$ cat src/sv/cfc_pkg.sv
// Shared types, constants and helper functions of the candle flicker controller.
`timescale 1ns / 1ps

package cfc_pkg;

	// Ramp resolution: each LED moves in steps of one part in 2^RAMP_SHIFT
	localparam int RAMP_SHIFT = 3;

	localparam int LIGHT_W    = 12;
	localparam int LEVEL_W    = 8;
	localparam int COUNT_W    = 8;
	localparam int RAND_W     = 31;
	localparam int MOD_W      = 7;
	localparam int CFG_IDX_W  = 2;
	localparam int CFG_DATA_W = 12;
	localparam int Q_DEPTH    = 4;
	localparam int Q_PTR_W    = $clog2(Q_DEPTH);

	localparam logic [RAND_W-1:0]  LCG_MUL    = 31'd214013;
	localparam logic [RAND_W-1:0]  LCG_ADD    = 31'd2531011;
	localparam logic [MOD_W-1:0]   TARGET_MOD = 7'h7F;
	localparam logic [LEVEL_W-1:0] TARGET_MIN = 8'h80;
	localparam logic [COUNT_W-1:0] COUNT_SAT  = 8'd254;

	// Register reset values
	localparam logic [LIGHT_W-1:0] OFF_THR_RST = 12'd400;
	localparam logic [LIGHT_W-1:0] ON_THR_RST  = 12'd1200;
	localparam logic [COUNT_W-1:0] LIMIT_RST   = 8'd100;
	localparam logic [LEVEL_W-1:0] FLASH_RST   = 8'd128;

	typedef enum logic [CFG_IDX_W-1:0] {
		REG_LIGHT_OFF  = 2'd0,
		REG_DARK_ON    = 2'd1,
		REG_BATT_LIMIT = 2'd2,
		REG_FLASH      = 2'd3
	} cfg_reg_t;

	typedef enum logic [1:0] {
		CMD_OFF     = 2'd0,
		CMD_FLASH   = 2'd1,
		CMD_FLICKER = 2'd2
	} cmd_kind_t;

	// One command from the front end to the sequencer
	typedef struct packed {
		cmd_kind_t          kind;
		logic               zero_levels;
		logic [LEVEL_W-1:0] flash;
		logic [LEVEL_W-1:0] target1;
		logic [LEVEL_W-1:0] target2;
	} cmd_t;

	// x mod 127 by folding 7-bit digits (127 = 2^7 - 1)
	function automatic logic [MOD_W-1:0] mod127(input logic [RAND_W-1:0] x);
		logic [9:0] s;
		logic [7:0] f;
		s = {3'b0, x[6:0]} + {3'b0, x[13:7]} + {3'b0, x[20:14]} + {3'b0, x[27:21]}
			+ {7'b0, x[30:28]};
		f = {1'b0, s[6:0]} + {5'b0, s[9:7]};
		if (f >= {1'b0, TARGET_MOD})
			f = f - {1'b0, TARGET_MOD};
		return f[MOD_W-1:0];
	endfunction

	// floor((target - level) / 2^RAMP_SHIFT) as an 8-bit two's complement step
	function automatic logic [LEVEL_W-1:0] ramp_step(input logic [LEVEL_W-1:0] target,
			input logic [LEVEL_W-1:0] level);
		logic signed [LEVEL_W:0] diff;
		logic signed [LEVEL_W:0] q;
		diff = signed'({1'b0, target}) - signed'({1'b0, level});
		q = diff >>> RAMP_SHIFT;
		return q[LEVEL_W-1:0];
	endfunction

endpackage

$ cat src/sv/cfc_if.sv
// Valid/ready channel interfaces for the input and result words.
`timescale 1ns / 1ps

interface cfc_in_if;
	logic                        valid;
	logic                        ready;
	logic [cfc_pkg::LIGHT_W-1:0] light_count;
	logic                        battery_low;

	modport source (output valid, light_count, battery_low, input ready);
	modport sink (input valid, light_count, battery_low, output ready);
endinterface

interface cfc_out_if;
	logic                        valid;
	logic                        ready;
	logic [cfc_pkg::LEVEL_W-1:0] led1_level;
	logic [cfc_pkg::LEVEL_W-1:0] led2_level;
	logic                        leds_driven;
	logic                        last;

	modport source (output valid, led1_level, led2_level, leds_driven, last, input ready);
	modport sink (input valid, led1_level, led2_level, leds_driven, last, output ready);
endinterface

$ cat src/sv/cfc_front.sv
// Front end: registers, battery/lamp state, generator and command build.
`timescale 1ns / 1ps

module cfc_front (
	input  logic                          clk,
	input  logic                          arst_n,
	cfc_in_if.sink                        in_ch,
	input  logic                          cfg_we,
	input  logic [cfc_pkg::CFG_IDX_W-1:0] cfg_index,
	input  logic [cfc_pkg::CFG_DATA_W-1:0] cfg_wdata,
	input  logic                          q_full,
	output logic                          push,
	output cfc_pkg::cmd_t                 push_data
);

	// configuration registers
	logic [cfc_pkg::LIGHT_W-1:0] off_thr_q;
	logic [cfc_pkg::LIGHT_W-1:0] on_thr_q;
	logic [cfc_pkg::COUNT_W-1:0] limit_q;
	logic [cfc_pkg::LEVEL_W-1:0] flash_q;

	// loop state
	logic                         lamp_q;
	logic                         pwm_q;
	logic [cfc_pkg::COUNT_W-1:0]  batt_cnt_q;
	logic [cfc_pkg::RAND_W-1:0]   rand_q;
	logic [cfc_pkg::LEVEL_W-1:0]  prev_tgt_q;

	// stage 1: classified word plus new generator value
	logic                         v_s1;
	cfc_pkg::cmd_kind_t           kind_s1;
	logic                         zero_s1;
	logic [cfc_pkg::LEVEL_W-1:0]  flash_s1;
	logic [cfc_pkg::RAND_W-1:0]   rand_s1;

	// stage 2: finished command
	logic                         v_s2;
	cfc_pkg::cmd_t                cmd_s2;

	logic                         accept;
	logic                         adv_s1;
	logic                         en_s2;
	logic                         en_s1;
	logic [cfc_pkg::COUNT_W-1:0]  batt_nxt;
	logic                         lamp_nxt;
	cfc_pkg::cmd_kind_t           kind_nxt;
	logic [cfc_pkg::RAND_W-1:0]   seed;
	logic [cfc_pkg::RAND_W-1:0]   rand_nxt;
	logic [cfc_pkg::LEVEL_W-1:0]  tgt1;

	// pipeline flow control
	assign push        = v_s2 && !q_full;
	assign en_s2       = !v_s2 || !q_full;
	assign adv_s1      = v_s1 && en_s2;
	assign en_s1       = !v_s1 || en_s2;
	assign in_ch.ready = en_s1;
	assign accept      = in_ch.valid && en_s1;
	assign push_data   = cmd_s2;

	// classify the pass
	always_comb begin
		if (!in_ch.battery_low)
			batt_nxt = '0;
		else if (batt_cnt_q >= cfc_pkg::COUNT_SAT)
			batt_nxt = cfc_pkg::COUNT_SAT;
		else
			batt_nxt = batt_cnt_q + 1'b1;

		if (in_ch.light_count <= off_thr_q)
			lamp_nxt = 1'b0;
		else if (in_ch.light_count >= on_thr_q)
			lamp_nxt = 1'b1;
		else
			lamp_nxt = lamp_q;

		if (!lamp_nxt)
			kind_nxt = cfc_pkg::CMD_OFF;
		else if (batt_nxt > limit_q)
			kind_nxt = cfc_pkg::CMD_FLASH;
		else
			kind_nxt = cfc_pkg::CMD_FLICKER;

		// reseed from the light count when the PWM was stopped
		seed     = pwm_q ? rand_q : {{(cfc_pkg::RAND_W - cfc_pkg::LIGHT_W){1'b0}},
			in_ch.light_count};
		rand_nxt = seed * cfc_pkg::LCG_MUL + cfc_pkg::LCG_ADD;
	end

	assign tgt1 = {1'b0, cfc_pkg::mod127(rand_s1)} | cfc_pkg::TARGET_MIN;

	// configuration writes
	always_ff @(posedge clk or negedge arst_n) begin
		if (!arst_n) begin
			off_thr_q <= cfc_pkg::OFF_THR_RST;
			on_thr_q  <= cfc_pkg::ON_THR_RST;
			limit_q   <= cfc_pkg::LIMIT_RST;
			flash_q   <= cfc_pkg::FLASH_RST;
		end else if (cfg_we) begin
			unique case (cfc_pkg::cfg_reg_t'(cfg_index))
				cfc_pkg::REG_LIGHT_OFF:  off_thr_q <= cfg_wdata;
				cfc_pkg::REG_DARK_ON:    on_thr_q  <= cfg_wdata;
				cfc_pkg::REG_BATT_LIMIT: limit_q   <= cfg_wdata[cfc_pkg::COUNT_W-1:0];
				cfc_pkg::REG_FLASH:      flash_q   <= cfg_wdata[cfc_pkg::LEVEL_W-1:0];
				default: ;
			endcase
		end
	end

	// loop state, updated as each word is taken
	always_ff @(posedge clk or negedge arst_n) begin
		if (!arst_n) begin
			lamp_q     <= 1'b0;
			pwm_q      <= 1'b0;
			batt_cnt_q <= '0;
			rand_q     <= '0;
		end else if (accept) begin
			lamp_q     <= lamp_nxt;
			batt_cnt_q <= batt_nxt;
			pwm_q      <= (kind_nxt == cfc_pkg::CMD_FLICKER);
			if (kind_nxt == cfc_pkg::CMD_FLICKER)
				rand_q <= rand_nxt;
			else if (kind_nxt == cfc_pkg::CMD_FLASH)
				rand_q <= seed;
		end
	end

	// stage 1 register
	always_ff @(posedge clk or negedge arst_n) begin
		if (!arst_n)
			v_s1 <= 1'b0;
		else if (en_s1)
			v_s1 <= in_ch.valid;
	end

	always_ff @(posedge clk) begin
		if (accept) begin
			kind_s1  <= kind_nxt;
			zero_s1  <= lamp_nxt && !pwm_q;
			flash_s1 <= flash_q;
			rand_s1  <= rand_nxt;
		end
	end

	// stage 2 register; LED2 takes the previous LED1 target
	always_ff @(posedge clk or negedge arst_n) begin
		if (!arst_n) begin
			v_s2       <= 1'b0;
			prev_tgt_q <= '0;
		end else begin
			if (en_s2)
				v_s2 <= v_s1;
			if (adv_s1 && kind_s1 == cfc_pkg::CMD_FLICKER)
				prev_tgt_q <= tgt1;
		end
	end

	always_ff @(posedge clk) begin
		if (adv_s1) begin
			cmd_s2.kind        <= kind_s1;
			cmd_s2.zero_levels <= zero_s1;
			cmd_s2.flash       <= flash_s1;
			cmd_s2.target1     <= tgt1;
			cmd_s2.target2     <= prev_tgt_q;
		end
	end

endmodule

$ cat src/sv/cfc_queue.sv
// Four-entry command queue between the front end and the sequencer.
`timescale 1ns / 1ps

module cfc_queue (
	input  logic          clk,
	input  logic          arst_n,
	input  logic          push,
	input  cfc_pkg::cmd_t push_data,
	output logic          full,
	input  logic          pop,
	output cfc_pkg::cmd_t pop_data,
	output logic          empty
);

	cfc_pkg::cmd_t                mem [cfc_pkg::Q_DEPTH];
	logic [cfc_pkg::Q_PTR_W-1:0]  wr_ptr_q;
	logic [cfc_pkg::Q_PTR_W-1:0]  rd_ptr_q;
	logic [cfc_pkg::Q_PTR_W:0]    count_q;

	assign full     = (count_q == (cfc_pkg::Q_PTR_W+1)'(cfc_pkg::Q_DEPTH));
	assign empty    = (count_q == '0);
	assign pop_data = mem[rd_ptr_q];

	// storage
	always_ff @(posedge clk) begin
		if (push)
			mem[wr_ptr_q] <= push_data;
	end

	// pointers and fill count
	always_ff @(posedge clk or negedge arst_n) begin
		if (!arst_n) begin
			wr_ptr_q <= '0;
			rd_ptr_q <= '0;
			count_q  <= '0;
		end else begin
			if (push)
				wr_ptr_q <= wr_ptr_q + 1'b1;
			if (pop)
				rd_ptr_q <= rd_ptr_q + 1'b1;
			if (push && !pop)
				count_q <= count_q + 1'b1;
			else if (pop && !push)
				count_q <= count_q - 1'b1;
		end
	end

`ifndef ASSERT_OFF
	a_no_overflow: assert property (@(posedge clk) disable iff (!arst_n)
		full |-> !push) else $error("queue written while full");
	a_no_underflow: assert property (@(posedge clk) disable iff (!arst_n)
		empty |-> !pop) else $error("queue read while empty");
`endif

endmodule

$ cat src/sv/cfc_back.sv
// Sequencer: turns commands into LED words, one word per cycle while the output is not stalled.
`timescale 1ns / 1ps

module cfc_back (
	input  logic          clk,
	input  logic          arst_n,
	input  logic          q_empty,
	input  cfc_pkg::cmd_t q_data,
	output logic          pop,
	cfc_out_if.source     out_ch
);

	localparam int CNT_W = cfc_pkg::RAMP_SHIFT;

	cfc_pkg::cmd_t                cur_q;
	logic                         busy_q;
	logic [CNT_W-1:0]             cnt_q;
	logic [cfc_pkg::LEVEL_W-1:0]  lvl1_q;
	logic [cfc_pkg::LEVEL_W-1:0]  lvl2_q;
	logic [cfc_pkg::LEVEL_W-1:0]  step1_q;
	logic [cfc_pkg::LEVEL_W-1:0]  step2_q;

	logic                         out_v_q;
	logic [cfc_pkg::LEVEL_W-1:0]  out_l1_q;
	logic [cfc_pkg::LEVEL_W-1:0]  out_l2_q;
	logic                         out_drv_q;
	logic                         out_last_q;

	logic                         out_space;
	logic                         emit;
	logic                         last_w;
	logic [cfc_pkg::LEVEL_W-1:0]  w_l1;
	logic [cfc_pkg::LEVEL_W-1:0]  w_l2;
	logic                         w_drv;
	logic [cfc_pkg::LEVEL_W-1:0]  sum1;
	logic [cfc_pkg::LEVEL_W-1:0]  sum2;
	logic [cfc_pkg::LEVEL_W-1:0]  fwd1;
	logic [cfc_pkg::LEVEL_W-1:0]  fwd2;
	logic [cfc_pkg::LEVEL_W-1:0]  base1;
	logic [cfc_pkg::LEVEL_W-1:0]  base2;

	assign out_space = !out_v_q || out_ch.ready;
	assign emit      = busy_q && out_space;
	assign sum1      = lvl1_q + step1_q;
	assign sum2      = lvl2_q + step2_q;

	// word of the current command at the current step
	always_comb begin
		w_l1   = '0;
		w_l2   = '0;
		w_drv  = 1'b0;
		last_w = 1'b1;
		case (cur_q.kind)
			cfc_pkg::CMD_FLASH: begin
				if (cnt_q == '0) begin
					w_l1   = lvl1_q;
					w_l2   = lvl2_q;
					w_drv  = 1'b1;
					last_w = 1'b0;
				end
			end
			cfc_pkg::CMD_FLICKER: begin
				w_drv = 1'b1;
				if (cnt_q == '1) begin
					w_l1 = cur_q.target1;
					w_l2 = cur_q.target2;
				end else begin
					w_l1   = sum1;
					w_l2   = sum2;
					last_w = 1'b0;
				end
			end
			default: ;
		endcase
	end

	// next command may start on the cycle the current one ends
	assign pop = !q_empty && (!busy_q || (emit && last_w));

	// levels left by the current command, forwarded to the next one
	always_comb begin
		if (busy_q && cur_q.kind == cfc_pkg::CMD_FLICKER) begin
			fwd1 = cur_q.target1;
			fwd2 = cur_q.target2;
		end else begin
			fwd1 = lvl1_q;
			fwd2 = lvl2_q;
		end
		base1 = q_data.zero_levels ? '0 : fwd1;
		base2 = q_data.zero_levels ? '0 : fwd2;
	end

	// sequencer control and levels
	always_ff @(posedge clk or negedge arst_n) begin
		if (!arst_n) begin
			busy_q <= 1'b0;
			cnt_q  <= '0;
			lvl1_q <= '0;
			lvl2_q <= '0;
		end else if (pop) begin
			busy_q <= 1'b1;
			cnt_q  <= '0;
			lvl2_q <= base2;
			if (q_data.kind == cfc_pkg::CMD_FLASH)
				lvl1_q <= q_data.flash;
			else
				lvl1_q <= base1;
		end else if (emit) begin
			if (last_w)
				busy_q <= 1'b0;
			else
				cnt_q <= cnt_q + 1'b1;
			if (cur_q.kind == cfc_pkg::CMD_FLICKER) begin
				lvl1_q <= w_l1;
				lvl2_q <= w_l2;
			end
		end
	end

	always_ff @(posedge clk) begin
		if (pop) begin
			cur_q   <= q_data;
			step1_q <= cfc_pkg::ramp_step(q_data.target1, base1);
			step2_q <= cfc_pkg::ramp_step(q_data.target2, base2);
		end
	end

	// output register
	always_ff @(posedge clk or negedge arst_n) begin
		if (!arst_n)
			out_v_q <= 1'b0;
		else if (out_space)
			out_v_q <= emit;
	end

	always_ff @(posedge clk) begin
		if (emit) begin
			out_l1_q   <= w_l1;
			out_l2_q   <= w_l2;
			out_drv_q  <= w_drv;
			out_last_q <= last_w;
		end
	end

	assign out_ch.valid       = out_v_q;
	assign out_ch.led1_level  = out_l1_q;
	assign out_ch.led2_level  = out_l2_q;
	assign out_ch.leds_driven = out_drv_q;
	assign out_ch.last        = out_last_q;

`ifndef ASSERT_OFF
	a_undriven_last: assert property (@(posedge clk) disable iff (!arst_n)
		(out_v_q && !out_drv_q) |-> (out_last_q && out_l1_q == '0 && out_l2_q == '0))
		else $error("undriven word must be a zeroed final word");
	a_end_idle: assert property (@(posedge clk) disable iff (!arst_n)
		(emit && last_w && !pop) |=> !busy_q)
		else $error("sequencer still busy after final word");
	a_flicker_count: assert property (@(posedge clk) disable iff (!arst_n)
		(emit && !last_w && !pop) |=> (cnt_q == $past(cnt_q) + 1'b1))
		else $error("ramp step counter skipped");
`endif

endmodule

$ cat src/sv/candle_flicker_controller.sv
// Top level of the candle flicker controller: front end, queue and sequencer.
`timescale 1ns / 1ps

// Usage:
//   in_ch takes one word per control-loop pass: light_count and battery_low.
//   out_ch gives the LED words of that pass, the final one flagged by last:
//   one word when the lamp is off, two for a low-battery flash, and
//   2^RAMP_SHIFT (8) ramp words while flickering.
//   Configuration: cfg_we writes cfg_wdata into register cfg_index (0 light-off
//   threshold, 1 dark-on threshold, 2 battery-low limit, 3 flash level);
//   write only while no pass is in flight.
//   The input word of a pass goes through two front-end stages, the queue,
//   the sequencer and the output register before its first word is valid.
//   Throughput: the sequencer emits one word per cycle while out_ch is not
//   stalled; the front end takes a word every cycle until the four-entry
//   command queue fills.
//   Reset (arst_n low) restores register defaults, turns the lamp off, clears
//   the generator and empties the pipeline; no clearing pass is needed.
//   When the receiver stalls, the output register holds its word, the
//   sequencer waits, the queue fills, and then in_ch.ready falls.

module candle_flicker_controller (
	input  logic                           clk,
	input  logic                           arst_n,
	cfc_in_if.sink                         in_ch,
	cfc_out_if.source                      out_ch,
	input  logic                           cfg_we,
	input  logic [cfc_pkg::CFG_IDX_W-1:0]  cfg_index,
	input  logic [cfc_pkg::CFG_DATA_W-1:0] cfg_wdata
);

	logic          push;
	logic          pop;
	logic          q_full;
	logic          q_empty;
	cfc_pkg::cmd_t push_data;
	cfc_pkg::cmd_t pop_data;

	cfc_front u_front (
		.clk       (clk),
		.arst_n    (arst_n),
		.in_ch     (in_ch),
		.cfg_we    (cfg_we),
		.cfg_index (cfg_index),
		.cfg_wdata (cfg_wdata),
		.q_full    (q_full),
		.push      (push),
		.push_data (push_data)
	);

	cfc_queue u_queue (
		.clk       (clk),
		.arst_n    (arst_n),
		.push      (push),
		.push_data (push_data),
		.full      (q_full),
		.pop       (pop),
		.pop_data  (pop_data),
		.empty     (q_empty)
	);

	cfc_back u_back (
		.clk     (clk),
		.arst_n  (arst_n),
		.q_empty (q_empty),
		.q_data  (pop_data),
		.pop     (pop),
		.out_ch  (out_ch)
	);

endmodule
$ cat src/flat_wrapper.sv
// flat-port wrapper written by rule: the top's interface ports become plain ports
module candle_flicker_controller_flat 
  (clk, arst_n, cfg_we, cfg_index, cfg_wdata, in_ch_valid, in_ch_light_count, in_ch_battery_low, in_ch_ready, out_ch_valid, out_ch_led1_level, out_ch_led2_level, out_ch_leds_driven, out_ch_last, out_ch_ready);
  cfc_in_if in_ch_i ();
  cfc_out_if out_ch_i ();
  input  logic clk;
  input  logic arst_n;
  input  logic cfg_we;
  input  logic [cfc_pkg::CFG_IDX_W-1:0] cfg_index;
  input  logic [cfc_pkg::CFG_DATA_W-1:0] cfg_wdata;
  input wire logic [$bits(in_ch_i.valid)-1:0] in_ch_valid;
  input wire logic [$bits(in_ch_i.light_count)-1:0] in_ch_light_count;
  input wire logic [$bits(in_ch_i.battery_low)-1:0] in_ch_battery_low;
  output wire logic [$bits(in_ch_i.ready)-1:0] in_ch_ready;
  output wire logic [$bits(out_ch_i.valid)-1:0] out_ch_valid;
  output wire logic [$bits(out_ch_i.led1_level)-1:0] out_ch_led1_level;
  output wire logic [$bits(out_ch_i.led2_level)-1:0] out_ch_led2_level;
  output wire logic [$bits(out_ch_i.leds_driven)-1:0] out_ch_leds_driven;
  output wire logic [$bits(out_ch_i.last)-1:0] out_ch_last;
  input wire logic [$bits(out_ch_i.ready)-1:0] out_ch_ready;
  assign in_ch_i.valid = in_ch_valid;
  assign in_ch_i.light_count = in_ch_light_count;
  assign in_ch_i.battery_low = in_ch_battery_low;
  assign in_ch_ready = in_ch_i.ready;
  assign out_ch_valid = out_ch_i.valid;
  assign out_ch_led1_level = out_ch_i.led1_level;
  assign out_ch_led2_level = out_ch_i.led2_level;
  assign out_ch_leds_driven = out_ch_i.leds_driven;
  assign out_ch_last = out_ch_i.last;
  assign out_ch_i.ready = out_ch_ready;
  candle_flicker_controller u_core (.clk(clk), .arst_n(arst_n), .in_ch(in_ch_i), .out_ch(out_ch_i), .cfg_we(cfg_we), .cfg_index(cfg_index), .cfg_wdata(cfg_wdata));
endmodule
$ cat config.mk
export PLATFORM = sky130hd
export DESIGN_NAME = candle_flicker_controller_flat
export DESIGN_NICKNAME = d
export VERILOG_FILES = /design/src/sv/cfc_pkg.sv /design/src/sv/cfc_if.sv /design/src/sv/cfc_front.sv /design/src/sv/cfc_queue.sv /design/src/sv/cfc_back.sv /design/src/sv/candle_flicker_controller.sv /design/src/flat_wrapper.sv
export SDC_FILE = /design/constraint.sdc
export NUM_CORES = 1
export LEC_CHECK = 0
export BUFFER_PORTS_ARGS = -buffer_cell sky130_fd_sc_hd__clkbuf_2
export CORE_MARGIN = 1.5
export CORE_UTILIZATION = 49
export CTS_CLUSTER_SIZE = 14
export DETAILED_ROUTE_END_ITERATION = 10
export GPL_TIMING_DRIVEN = 0
export SETUP_SLACK_MARGIN = 0.2
export SLEW_MARGIN = 30
export SYNTH_ARGS = -nofsm -noshare
export SYNTH_HDL_FRONTEND = slang
export SYNTH_SLANG_ARGS = --single-unit
$ cat constraint.sdc
create_clock -name clk -period 9 [get_ports clk]
set_input_delay 1.35 -clock clk [delete_from_list [all_inputs] [get_ports clk]]
set_output_delay 1.35 -clock clk [all_outputs]
set_load 0.005 [all_outputs]
Yosys cells after proc, flatten, opt, wreduce, memory -nomap -nowiden
Memory sizes are Yosys's and may differ from the RTL's.
Index checks and enable logic that the tools add are counted.
{"block": "totals", "ff_bits": 235, "ram_bits": 104, "inputBits": 32, "wordCells": 155, "n_memories": 1}
{"block": "classes", "n_addsub": 17, "mul": 1, "n_lt_le_gt_ge": 5, "n_eq_ne": 12, "n_mux": 42, "reduce_logical": 40}
{"name": "u_core.u_queue.mem", "depth": 4, "width": 26, "rd": 1, "rd_ports_with_merged_regs": 0, "write_ports": 1, "line_no": "cfc_queue.sv:15", "text": "cfc_pkg::cmd_t mem [cfc_pkg::Q_DEPTH];"}
{"op": "$mux W8", "n": 17}
{"op": "$mux W31", "n": 3}
{"op": "$pmux W8 S2", "n": 2}
{"op": "$add A31 B22 Y31 const B", "n": 1}
{"op": "$mul A31 B18 Y31 const B", "n": 1}
{"op": "$sub A8 B8 Y9", "n": 2}
{"op": "$add A8 B8 Y8", "n": 2}
{"op": "$reduce_and A2 Y1", "n": 8}
{"op": "$mux W3", "n": 5}
{"op": "$ge A12 B12 Y1", "n": 1}
{"op": "$le A12 B12 Y1", "n": 1}
{"op": "$logic_and A1 B1 Y1", "n": 11}
{"op": "$add A10 B3 Y10", "n": 1}
{"op": "$add A9 B7 Y10", "n": 1}
{"op": "$eq A2 B2 Y1 const B", "n": 5}
{"op": "$mux W1", "n": 10}
{"op": "$reduce_bool A2 Y1", "n": 5}
{"op": "$add A8 B7 Y9", "n": 1}
{"op": "$logic_not A1 Y1", "n": 9}
{"op": "$add A7 B3 Y8", "n": 1}
{"op": "$add A7 B7 Y8", "n": 1}
{"op": "$add A8 B1 Y8 const B", "n": 1}
{"op": "$eq A2 B1 Y1 const B", "n": 4}
{"op": "$ge A8 B7 Y1 const B", "n": 1}
{"op": "other kinds (14)", "n": 23}

Logic depth before layout (Yosys ltp)
Gate-level depths: netlist (run 1).
{"block": "logic_depth", "word_depth": 9, "depth_mapped": 27, "mapped_depth_nobuf": 23}

Modules after synthesis
A second synthesis (run 1) with hierarchy kept.
{"block": "unflattened", "hier_cells": 2063, "area_unflattened_um2": 24138.2}
{"module": "cfc_front", "n_inst": 1, "cells_each": 1450, "area_per_inst_um2": 15483.6, "seq_area_each_um2": 4332.9}
{"module": "cfc_back", "n_inst": 1, "cells_each": 438, "area_per_inst_um2": 4355.4, "seq_area_each_um2": 1966.9}
{"module": "cfc_queue", "n_inst": 1, "cells_each": 175, "area_per_inst_um2": 4299.1, "seq_area_each_um2": 3418.3}

Worst setup path before layout (run 1)
No wires, ideal clock.
{"block": "synth_path", "path_type": "input to register", "startpoint": "input port in_ch_light_count[10]", "endpoint": "register u_core.u_front.rand_q[30] (netlist name)", "arrival_time_ns": 7.209, "required_ns": 8.879, "slack_ns": 1.670, "path_stages": 22, "n_path_buf": 1, "path_cell_list": "mux2i_1 inv_1 fa_1 inv_1 fa_1 inv_1 ha_1 fa_1 fa_1 inv_1 fa_1 inv_1 ha_1 clkbuf_1 a21oi_1 o21ai_0 a21o_1 a221o_1 o41ai_1 o21ai_0 xnor2_1 a22o_1"}
{"block": "synth_between", "elab_cells_between_ends": 13}
{"item": "start: declaration", "line_no": "flat_wrapper.sv:12", "text": "input wire logic [$bits(in_ch_i.light_count)-1:0] in_ch_light_count;"}
{"item": "$mux W31", "line_no": "cfc_front.sv:84", "text": "seed = pwm_q ? rand_q : {{(cfc_pkg::RAND_W - cfc_pkg::LIGHT_W){1'b0}},"}
{"item": "$mul A31 B18 Y31", "line_no": "cfc_front.sv:86", "text": "rand_nxt = seed * cfc_pkg::LCG_MUL + cfc_pkg::LCG_ADD;"}
{"item": "$add A31 B22 Y31", "line_no": "cfc_front.sv:86"}
{"item": "named net u_core.u_front.rand_nxt, one bit", "line_no": "cfc_front.sv:48", "text": "logic [cfc_pkg::RAND_W-1:0] rand_nxt;"}
{"item": "$mux W31", "line_no": "cfc_front.sv:120", "text": "if (kind_nxt == cfc_pkg::CMD_FLICKER)"}
{"item": "end signal: assignment", "line_no": "cfc_front.sv:121", "text": "rand_q <= rand_nxt;"}
{"item": "end: declaration", "line_no": "cfc_front.sv:26", "text": "logic [cfc_pkg::RAND_W-1:0] rand_q;"}
The timed path passes the listed nets, and every way through them passes these cells.
A chain may end at the register's enable or synchronous reset.

Worst setup path in the final report (run 1)
{"block": "layout_path", "startpoint": "register u_core.u_front.pwm_q", "endpoint": "register u_core.u_front.rand_q[19] (netlist name)"}
{"block": "layout_between", "elab_chain_cells": 4, "elab_cells_between_ends": 5}
{"item": "start: declaration", "line_no": "cfc_front.sv:24", "text": "logic pwm_q;"}
{"item": "start signal: assignment", "line_no": "cfc_front.sv:119", "text": "pwm_q <= (kind_nxt == cfc_pkg::CMD_FLICKER);"}
{"item": "$mux W31", "line_no": "cfc_front.sv:84"}
{"item": "$mul A31 B18 Y31", "line_no": "cfc_front.sv:86"}
{"item": "$add A31 B22 Y31", "line_no": "cfc_front.sv:86"}
{"item": "named net u_core.u_front.rand_nxt, one bit", "line_no": "cfc_front.sv:48"}
{"item": "$mux W31", "line_no": "cfc_front.sv:120"}
The timed path passes the listed nets, and every way through them passes these cells. The select of a mux whose other input is x is not followed.

==> qor.yml, run 1 <==
async_reset_ff_share_pct: 35.2
n_fill_cell: 4099
synth-adder-area-share_pct: 28.3
fin_skew_ns: 0.0157
final_layout_size_suffix_gt1_share_pct: 10.5
die-height_um: 223
routed_wl_mm: 51.1
rsz0062_at_grt: "false"
grt_pass1_wl_mm: 82.8
worst_pin_slew_ns: 0.807
grt_pass1_vias: 15440
cts_buffers: 35
final_common_cell: "inv_1"
core_region_area_mm2: 0.0477
remaining_drc_errors: 0
gp_congestion: 0.905
hp-class: "reg -> reg"
ant_nets: 0
fin_nets: 2572
hold_buffers: 0
synth-simple-area-share_pct: 6.17
grt_use_total_pct: 21.3
cts.repair.resized: 4
synth_ff_type: "edfxtp_1"
slew_violations: 0
synth_compound_area_share_pct: 8.18
status: "finished clean"
area_growth_pct: 9.79
synth_cells: 2031
overflow: 0
grt_max_degree: 69
cts_buffer_depth: 3
fmax_mhz: 120
critical_path_class: "reg -> reg"
worstSetupStartpointType: "register"
syn_nets: 2481
max_slew_margin_pct: 45.6
antenna_found_initial: 0
clock_latency_ns: 0.52
postCtsSetupBuffers: 0
firstDrtPassIters: 7
clk_pin_slew_worst_paths_ns: 0.06
synth-edff-count: 219
synth_top_family_by_area: "adder cells"
ys_seq_area_share_pct: 40.4
cts_tree: "yes"
initial_core_util_pct: 49.6
port_buffers: 50
ys_types: 70
worstPathRequired_ns: 9.40
syn_avg_cell_area_um2: 11.7
n_antenna_cell: 0
finalSetupTns_ns: 0
muxShareOfSynthArea_pct: 5.77
cts_sinks: 338
synth_top_area_share_pct: 27.8
end_kind: "register"
drv_cap: 0
hold_viol: 0
period_share_pct: 92.7
drt-initial-drc-count: 890
synth-seq-cells: 338
netlist_area_mm2: 0.0237
path_max_fanout: 10
die_w_um: 223
hpwl_mm: 40.7
layout_common_cells: "421 x inv_1, 223 x ha_1, 219 x edfxtp_1"
yosys.area.top_type: "edfxtp_1"
period_needed_ns: 8.34
io_pins: 52
fp-row-count: 80
clockRootBuffer: "clkbuf_16"
synthXorXnorAreaFrac_pct: 3.58
htree_levels: 2
ys_top_cells_by_area: "edfxtp_1 28%, fa_1 16%, ha_1 12%"
ys_warn_count: 0
final-setup-viol-count: 0
dieArea_mm2: 0.0496
vias: 14586
wl_per_cell_um: 18.5
via_per_inst: 5.28
cp.arrival_ns: 8.73
[registers in the layout, summed over array words and instances (netlist names), 3 cells and up]
register	cells
u_core.u_back.cnt_q	3
u_core.u_back.cur_q	17
u_core.u_back.lvl1_q	8
u_core.u_back.lvl2_q	8
u_core.u_back.out_ch.led1_level	8
u_core.u_back.out_ch.led2_level	8
u_core.u_back.step1_q	6
u_core.u_back.step2_q	6
u_core.u_front.batt_cnt_q	8
u_core.u_front.flash_q	8
u_core.u_front.flash_s1	8
u_core.u_front.limit_q	8
u_core.u_front.off_thr_q	12
u_core.u_front.on_thr_q	12
u_core.u_front.prev_tgt_q	8
u_core.u_front.push_data	26
u_core.u_front.rand_q	31
u_core.u_front.rand_s1	31
u_core.u_queue.count_q	3
u_core.u_queue.mem	104
[final timing paths]
kind / end / depth (start not counted) / slack, ns / startpoint
setup / recovery: u_core.u_front.rand_q[19]$_DFFE_PN0P_ / 22 / 0.66 / u_core.u_front.pwm_q$_DFFE_PN0P_
hold / removal: u_core.u_front.push_data[17]$_DFFE_PP_ / 0 / 0.42 / u_core.u_front.flash_s1[1]$_DFFE_PP_
setup reg to reg: u_core.u_front.rand_q[19]$_DFFE_PN0P_ / 22 / 0.66 / u_core.u_front.pwm_q$_DFFE_PN0P_
hold reg to reg: u_core.u_front.push_data[17]$_DFFE_PP_ / 0 / 0.42 / u_core.u_front.flash_s1[1]$_DFFE_PP_
max in group asynchronous: u_core.u_front.on_thr_q[7]$_DFFE_PN1P_ / 2 / 7.40 / arst_n
min in group asynchronous: u_core.u_back.lvl2_q[5]$_DFFE_PN0P_ / 1 / 0.77 / arst_n
[final cells by class]
class                      instances  area, um2  share of cell area [%]
tap                              615        769                    2.96
timing repair buffer              54        354                    1.36
sequential                       338       9570                    36.8
clock buffer                      51        998                    3.84
multi-input combinational       1220      12400                    47.6
clock inverter                    12        138                   0.530
buffer                            50        213                   0.818
inverter                         423       1590                    6.12
[through the flow]
| stage | util, % | std cells | area [um2] | hold WS [ns] | worst slack, ns |
|---|---|---|---|---|---|
| floorplan | - | 2031 | 23700 | 0.400 | 1.67 |
| global placement | 51.7 | 2696 | 24700 | 0.403 | -0.159 |
| detailed placement | 52.0 | 2700 | 24800 | 0.405 | -0.0612 |
| CTS | 54.4 | 2763 | 26000 | 0.419 | 0.325 |
| global route | 54.4 | 2763 | 26000 | 0.427 | 0.290 |
| finish | 54.4 | 2763 | 26000 | 0.417 | 0.660 |
[cell usage after synthesis, drive strengths merged, types with 28 or more instances]
| master | n |
|---|---|
| a21o | 34 |
| xor2 | 28 |
| mux2 | 56 |
| edfxtp | 219 |
| ha | 223 |
| fa | 195 |
| o21ai | 68 |
| clkbuf | 36 |
| dfrtp | 108 |
| nor2 | 84 |
| nand3 | 28 |
| nand2 | 103 |
| a21oi | 83 |
| xnor2 | 66 |
| inv | 423 |
[routing by layer]
layer / vias up / wire length (um) / global-route usage, %
met5: - / 0 / 0
met2: 240 / 26200 / 38.4
met3: 83 / 1190 / 1.94
met4: 0 / 1280 / 5.77
met1: 7266 / 22400 / 27.3
li1: 6997 / - / -
[worst max-delay path, cell delays in order, from the launching register on]
cell       delay (ns)
dfrtp_1          0.33
clkbuf_2         0.30
clkbuf_2         0.44
mux2i_2          0.62
inv_1            0.33
fa_1             0.50
inv_1            0.09
fa_1             0.45
fa_1             0.55
inv_1            0.05
fa_1             0.48
fa_1             0.52
inv_1            0.06
fa_1             0.56
inv_1            0.05
ha_1             0.34
nand2_1          0.09
a2111oi_1        0.54
a21boi_0         0.59
o21ai_0          0.31
o21ai_0          0.40
o311ai_0         0.32
a22o_1           0.28
[cell families after synthesis]
logic type | count (synthesis)
DFF | 338
and+or+nand+nor | 314
buffers and inverters | 473
adders and majority gates | 418
xor gates and xnor gates | 95
muxes | 97
AOI/OAI and AO/OA | 296
Power of run 1 is left out: the tool's default activity adds up to more than one toggle a clock period on the data nets, which glitch-free logic cannot reach.
==> run 2: changes to the inputs <==
Settings changed: CORE_UTILIZATION 49 to 25, REMOVE_ABC_BUFFERS set to 1.
==> qor.yml, run 2 (same netlist as run 1, synthesis figures left out) <==
status: "finished clean"
hold_end: "u_core.u_front.push_data[16]$_DFFE_PP_"
period_needed_ns: 8.31
regMostFlops: "u_core.u_queue.mem"
path_max_fanout: 36
grt_use_total_pct: 10.6
drv_cap: 0
firstDrtPassIters: 7
io_pins: 52
final-setup-viol-count: 0
core_region_area_mm2: 0.0936
postCtsSetupBuffers: 0
fin_nets: 2533
min_path_cells: 0
overflow: 0
regArea_mm2: 0.00957
grt_pass1_vias: 15003
min_from: "u_core.u_front.flash_s1[0]$_DFFE_PP_"
fmax_mhz: 120
hold_viol: 0
cts_tree: "yes"
ant_nets: 0
worst_pin_slew_ns: 0.933
hpwl_mm: 38.6
slew_violations: 0
finalSetupTns_ns: 0
n_fill_cell: 9673
die_w_um: 311
via_per_inst: 4.23
regToRegSetupSlack_ns: 0.69
period_share_pct: 92.4
reg2reg_to: "u_core.u_front.rand_q[19]$_DFFE_PN0P_"
rr_worst_depth: 20
slowest_delay_ns: 0.89
worstReg2RegStart: "u_core.u_front.pwm_q$_DFFE_PN0P_"
hp-class: "reg -> reg"
fp-row-count: 112
final_layout_size_suffix_gt1_share_pct: 11.6
htree_levels: 2
dieArea_mm2: 0.0965
remaining_drc_errors: 0
gp_congestion: 0.804
setup_slack_ns: 0.686
wl_per_cell_um: 14.9
fin_skew_ns: 0.0249
die-height_um: 311
routed_wl_mm: 50.2
clk_pin_slew_worst_paths_ns: 0.06
grt_max_degree: 73
crit_top_cell: "fa_1"
cts.repair.resized: 0
initial_core_util_pct: 25.3
layout_common_cells: "421 x inv_1, 222 x ha_1, 219 x edfxtp_1"
n_antenna_cell: 0
port_buffers: 51
worstSetupStartpointType: "register"
vias: 14246
drt-initial-drc-count: 725
largest_reg_flops: 104
multi_input_area_mm2: 0.0124
antenna_found_initial: 0
final_common_cell: "inv_1"
critical_path_class: "reg -> reg"
clockRootBuffer: "clkbuf_16"
place_ws_ns: 0.148
rsz0062_at_grt: "false"
max_slew_margin_pct: 36.0
critPathSlowestCell: "dfrtp_2"
reg_top3: "u_core.u_queue.mem (104), u_core.u_front.rand_q (31), u_core.u_front.rand_s1 (31)"
area_growth_pct: 13.7
grt_pass1_wl_mm: 82.4
cts_buffer_depth: 3
worstPathRequired_ns: 9.42
clock_latency_ns: 0.55
cp.arrival_ns: 8.73
hold_buffers: 0
cts_sinks: 338
crit_chain: "mux2i_1, inv_1, fa_1, inv_1, fa_1, fa_1, inv_1, fa_1, fa_1, inv_1, fa_1, inv_1, ha_1, nand2_1, a2111oi_1, a21boi_0, o21ai_0, o21ai_0, o311ai_0, a22o_1"
cts_buffers: 38
end_kind: "register"
run 2: worst max-delay path, delay by kind of cell, from the launching register on:
family | cells | cell delay, ns
AOI/OAI and AO/OA | 6 | 2.39
adders and majority gates | 7 | 3.36
buffers and inverters | 5 | 0.56
DFF | 1 | 0.89
muxes | 1 | 0.86
and+or+nand+nor | 1 | 0.09
run 2: layer usage:
metal,up-vias,routed length (um),track usage [%]
met5,-,0,0
met2,195,24300,18.1
met3,44,1410,1.10
li1,6910,-,-
met1,7097,23800,14.4
met4,0,681,2.37
run 2: area by class of cell:
type	instances	share of cell area [%]
clock buffer	45	3.78
clock inverter	24	1.30
inverter	423	5.91
multi-input combinational	1220	45.9
sequential	338	35.6
tap	1254	5.83
timing repair buffer	62	1.71
run 2: worst max path at each step:
stage,slack (ns),to,from,depth (start not counted)
global route,0.24,u_core.u_front.rand_q[19]$_DFFE_PN0P_,u_core.u_front.pwm_q$_DFFE_PN0P_,20
detailed placement,0.15,u_core.u_front.rand_q[19]$_DFFE_PN0P_,in_ch_light_count[7],21
floorplan,1.73,u_core.u_front.rand_q[30]$_DFFE_PN0P_,in_ch_light_count[10],21
CTS,0.61,u_core.u_front.rand_q[19]$_DFFE_PN0P_,u_core.u_front.pwm_q$_DFFE_PN0P_,20
finish,0.69,u_core.u_front.rand_q[19]$_DFFE_PN0P_,u_core.u_front.pwm_q$_DFFE_PN0P_,20
global placement,0.04,u_core.u_front.rand_q[19]$_DFFE_PN0P_,u_core.u_front.pwm_q$_DFFE_PN0P_,20
run 2: per-stage QoR:
stage	instances	hold WS [ns]	utilization [%]	area, um2
after detailed placement	3297	0.405	27.3	25600
after floorplan	1981	0.400	-	23500
after global placement	3286	0.406	27.0	25300
after global routing	3366	0.421	28.8	26900
after CTS	3366	0.420	28.8	26900
final	3366	0.419	28.8	26900
Power of run 2 is left out for the same reason.
==> run 3: changes to the inputs <==
Settings changed: ABC_AREA set to 1, SKIP_CTS_REPAIR_TIMING set to 1.
==> qor.yml, run 3 <==
syn_avg_cell_area_um2: 9.34
port_buffers: 51
synth-adder-area-share_pct: 27.0
drv_cap: 0
ant_nets: 0
grt_use_total_pct: 11.5
initial_core_util_pct: 25.2
synth-seq-cells: 338
via_per_inst: 4.30
grt_pass1_vias: 16904
slew_violations: 0
hp-class: "reg -> reg"
die-height_um: 318
yosys.area.top_type: "edfxtp_1"
hold_viol: 0
gp_congestion: 0.881
largest_reg_flops: 104
path_max_fanout: 5
worst_pin_slew_ns: 0.929
clk_pin_slew_worst_paths_ns: 0.06
final_layout_size_suffix_gt1_share_pct: 7.10
vias: 17262
period_share_pct: 82.9
fin_nets: 3152
cts_buffer_depth: 3
ys_types: 52
ys_warn_count: 0
clockRootBuffer: "clkbuf_16"
antenna_found_initial: 2
synth_top_family_by_area: "adder cells"
ys_seq_area_share_pct: 38.6
async_reset_ff_share_pct: 35.2
end_kind: "register"
hpwl_mm: 45.5
die_w_um: 318
rsz0062_at_grt: "false"
synth-simple-area-share_pct: 13.3
critical_path_class: "in -> reg"
n_antenna_cell: 0
reg_top3: "u_core.u_queue.mem (104), u_core.u_front.rand_q (31), u_core.u_front.rand_s1 (31)"
grt_pass1_wl_mm: 92.8
muxShareOfSynthArea_pct: 0
fmax_mhz: 134
status: "finished clean"
cts_sinks: 338
drt-initial-drc-count: 1147
min_path_cells: 0
fin_skew_ns: 0.0201
cts_tree: "yes"
core_region_area_mm2: 0.0983
overflow: 0
htree_levels: 2
firstDrtPassIters: 5
dieArea_mm2: 0.101
synth_compound_area_share_pct: 8.39
remaining_drc_errors: 0
netlist_area_mm2: 0.0248
final_common_cell: "inv_1"
synth_cells: 2656
final-setup-viol-count: 0
max_slew_margin_pct: 37.4
regToRegSetupSlack_ns: 1.60
synth_ff_type: "edfxtp_1"
finalSetupTns_ns: 0
synth-edff-count: 219
clock_latency_ns: 0.57
synth_top_area_share_pct: 26.5
rr_worst_depth: 23
synthXorXnorAreaFrac_pct: 2.35
period_needed_ns: 7.46
layout_common_cells: "612 x inv_1, 485 x nand2_1, 223 x ha_1"
ys_top_cells_by_area: "edfxtp_1 27%, fa_1 16%, ha_1 11%"
place_area_mm2: 0.0267
synth.most_common_cell: "inv_1"
worstPathRequired_ns: 9.44
cts_buffers: 37
synth_common_cells: "615 x inv_1, 486 x nand2_1, 223 x ha_1"
wl_per_cell_um: 14.4
routed_wl_mm: 57.8
io_pins: 52
regMostFlops: "u_core.u_queue.mem"
area_growth_pct: 13.2
cp.arrival_ns: 7.90
final_area_mm2: 0.0281
fp-row-count: 115
worstSetupStartpointType: "input pin"
grt_max_degree: 71
## run 3: cell count changes after synthesis, moves of 26 or more
cell / before / now
a21o_1: 34 / 6
nand2_1: 103 / 486
nor2_1: 84 / 112
mux4_2: 26 / 0
inv_1: 421 / 615
nand3_1: 28 / 100
xnor2_1: 66 / 21
o21ai_0: 66 / 168
mux2_2: 56 / 0
## run 3: cell families (layout without fill, tap and decap cells)
logic type,count (synthesis),count (layout)
simple gates,776,776
compound gates,379,379
buf+inv,681,756
fa+ha+maj,418,418
xor+xnor,64,64
flops,338,338
## run 3: final timing paths
check / startpoint / end
setup / recovery: in_ch_light_count[7] / u_core.u_front.rand_q[18]$_DFFE_PN0P_
hold / removal: u_core.u_front.flash_s1[3]$_DFFE_PP_ / u_core.u_front.push_data[19]$_DFFE_PP_
setup reg to reg: u_core.u_front.pwm_q$_DFFE_PN0P_ / u_core.u_front.rand_q[18]$_DFFE_PN0P_
hold reg to reg: u_core.u_front.flash_s1[3]$_DFFE_PP_ / u_core.u_front.push_data[19]$_DFFE_PP_
max in group asynchronous: arst_n / u_core.u_front.on_thr_q[4]$_DFFE_PN1P_
min in group asynchronous: arst_n / u_core.u_back.lvl2_q[1]$_DFFE_PN0P_
## run 3: through the flow
step                hold WS, ns  setup WS (ns)  std cells  utilization, %
floorplan                 0.400           2.08       2601               -
global placement          0.403          0.608       3939            26.9
detailed placement        0.406           1.00       3949            27.2
CTS                       0.423           1.60       4017            28.5
global route              0.429           1.18       4018            28.6
finish                    0.421           1.54       4018            28.6
## run 3: worst max-delay path: stages
cell      delay, ns
clkbuf_2       0.14
o21ai_1        0.68
inv_1          0.31
fa_1           0.54
inv_1          0.10
fa_1           0.45
fa_1           0.55
inv_1          0.07
fa_1           0.49
fa_1           0.52
inv_1          0.05
fa_1           0.53
inv_1          0.05
ha_1           0.40
nand2_1        0.20
inv_1          0.06
a21oi_1        0.25
nand3_1        0.24
a21oi_1        0.22
xor2_1         0.38
nand2_1        0.11
o211ai_1       0.12
nand2_1        0.09
## run 3: area by class of cell
type / count / area [um2]
clock buffers: 45 / 1010
multi-input cells: 1637 / 12700
fillers: 10329 / 70200
clock inverters: 23 / 285
inverters: 626 / 2350
flip-flops and latches: 338 / 9570
repair buffers: 62 / 547
well taps: 1287 / 1610
## run 3: metal layers
| layer | wire (um) | global-route usage [%] |
|---|---|---|
| met5 | 0 | 0 |
| met4 | 853 | 2.50 |
| met3 | 2690 | 1.89 |
| met2 | 26300 | 18.6 |
| met1 | 28000 | 16.0 |
Power of run 3 is left out for the same reason.
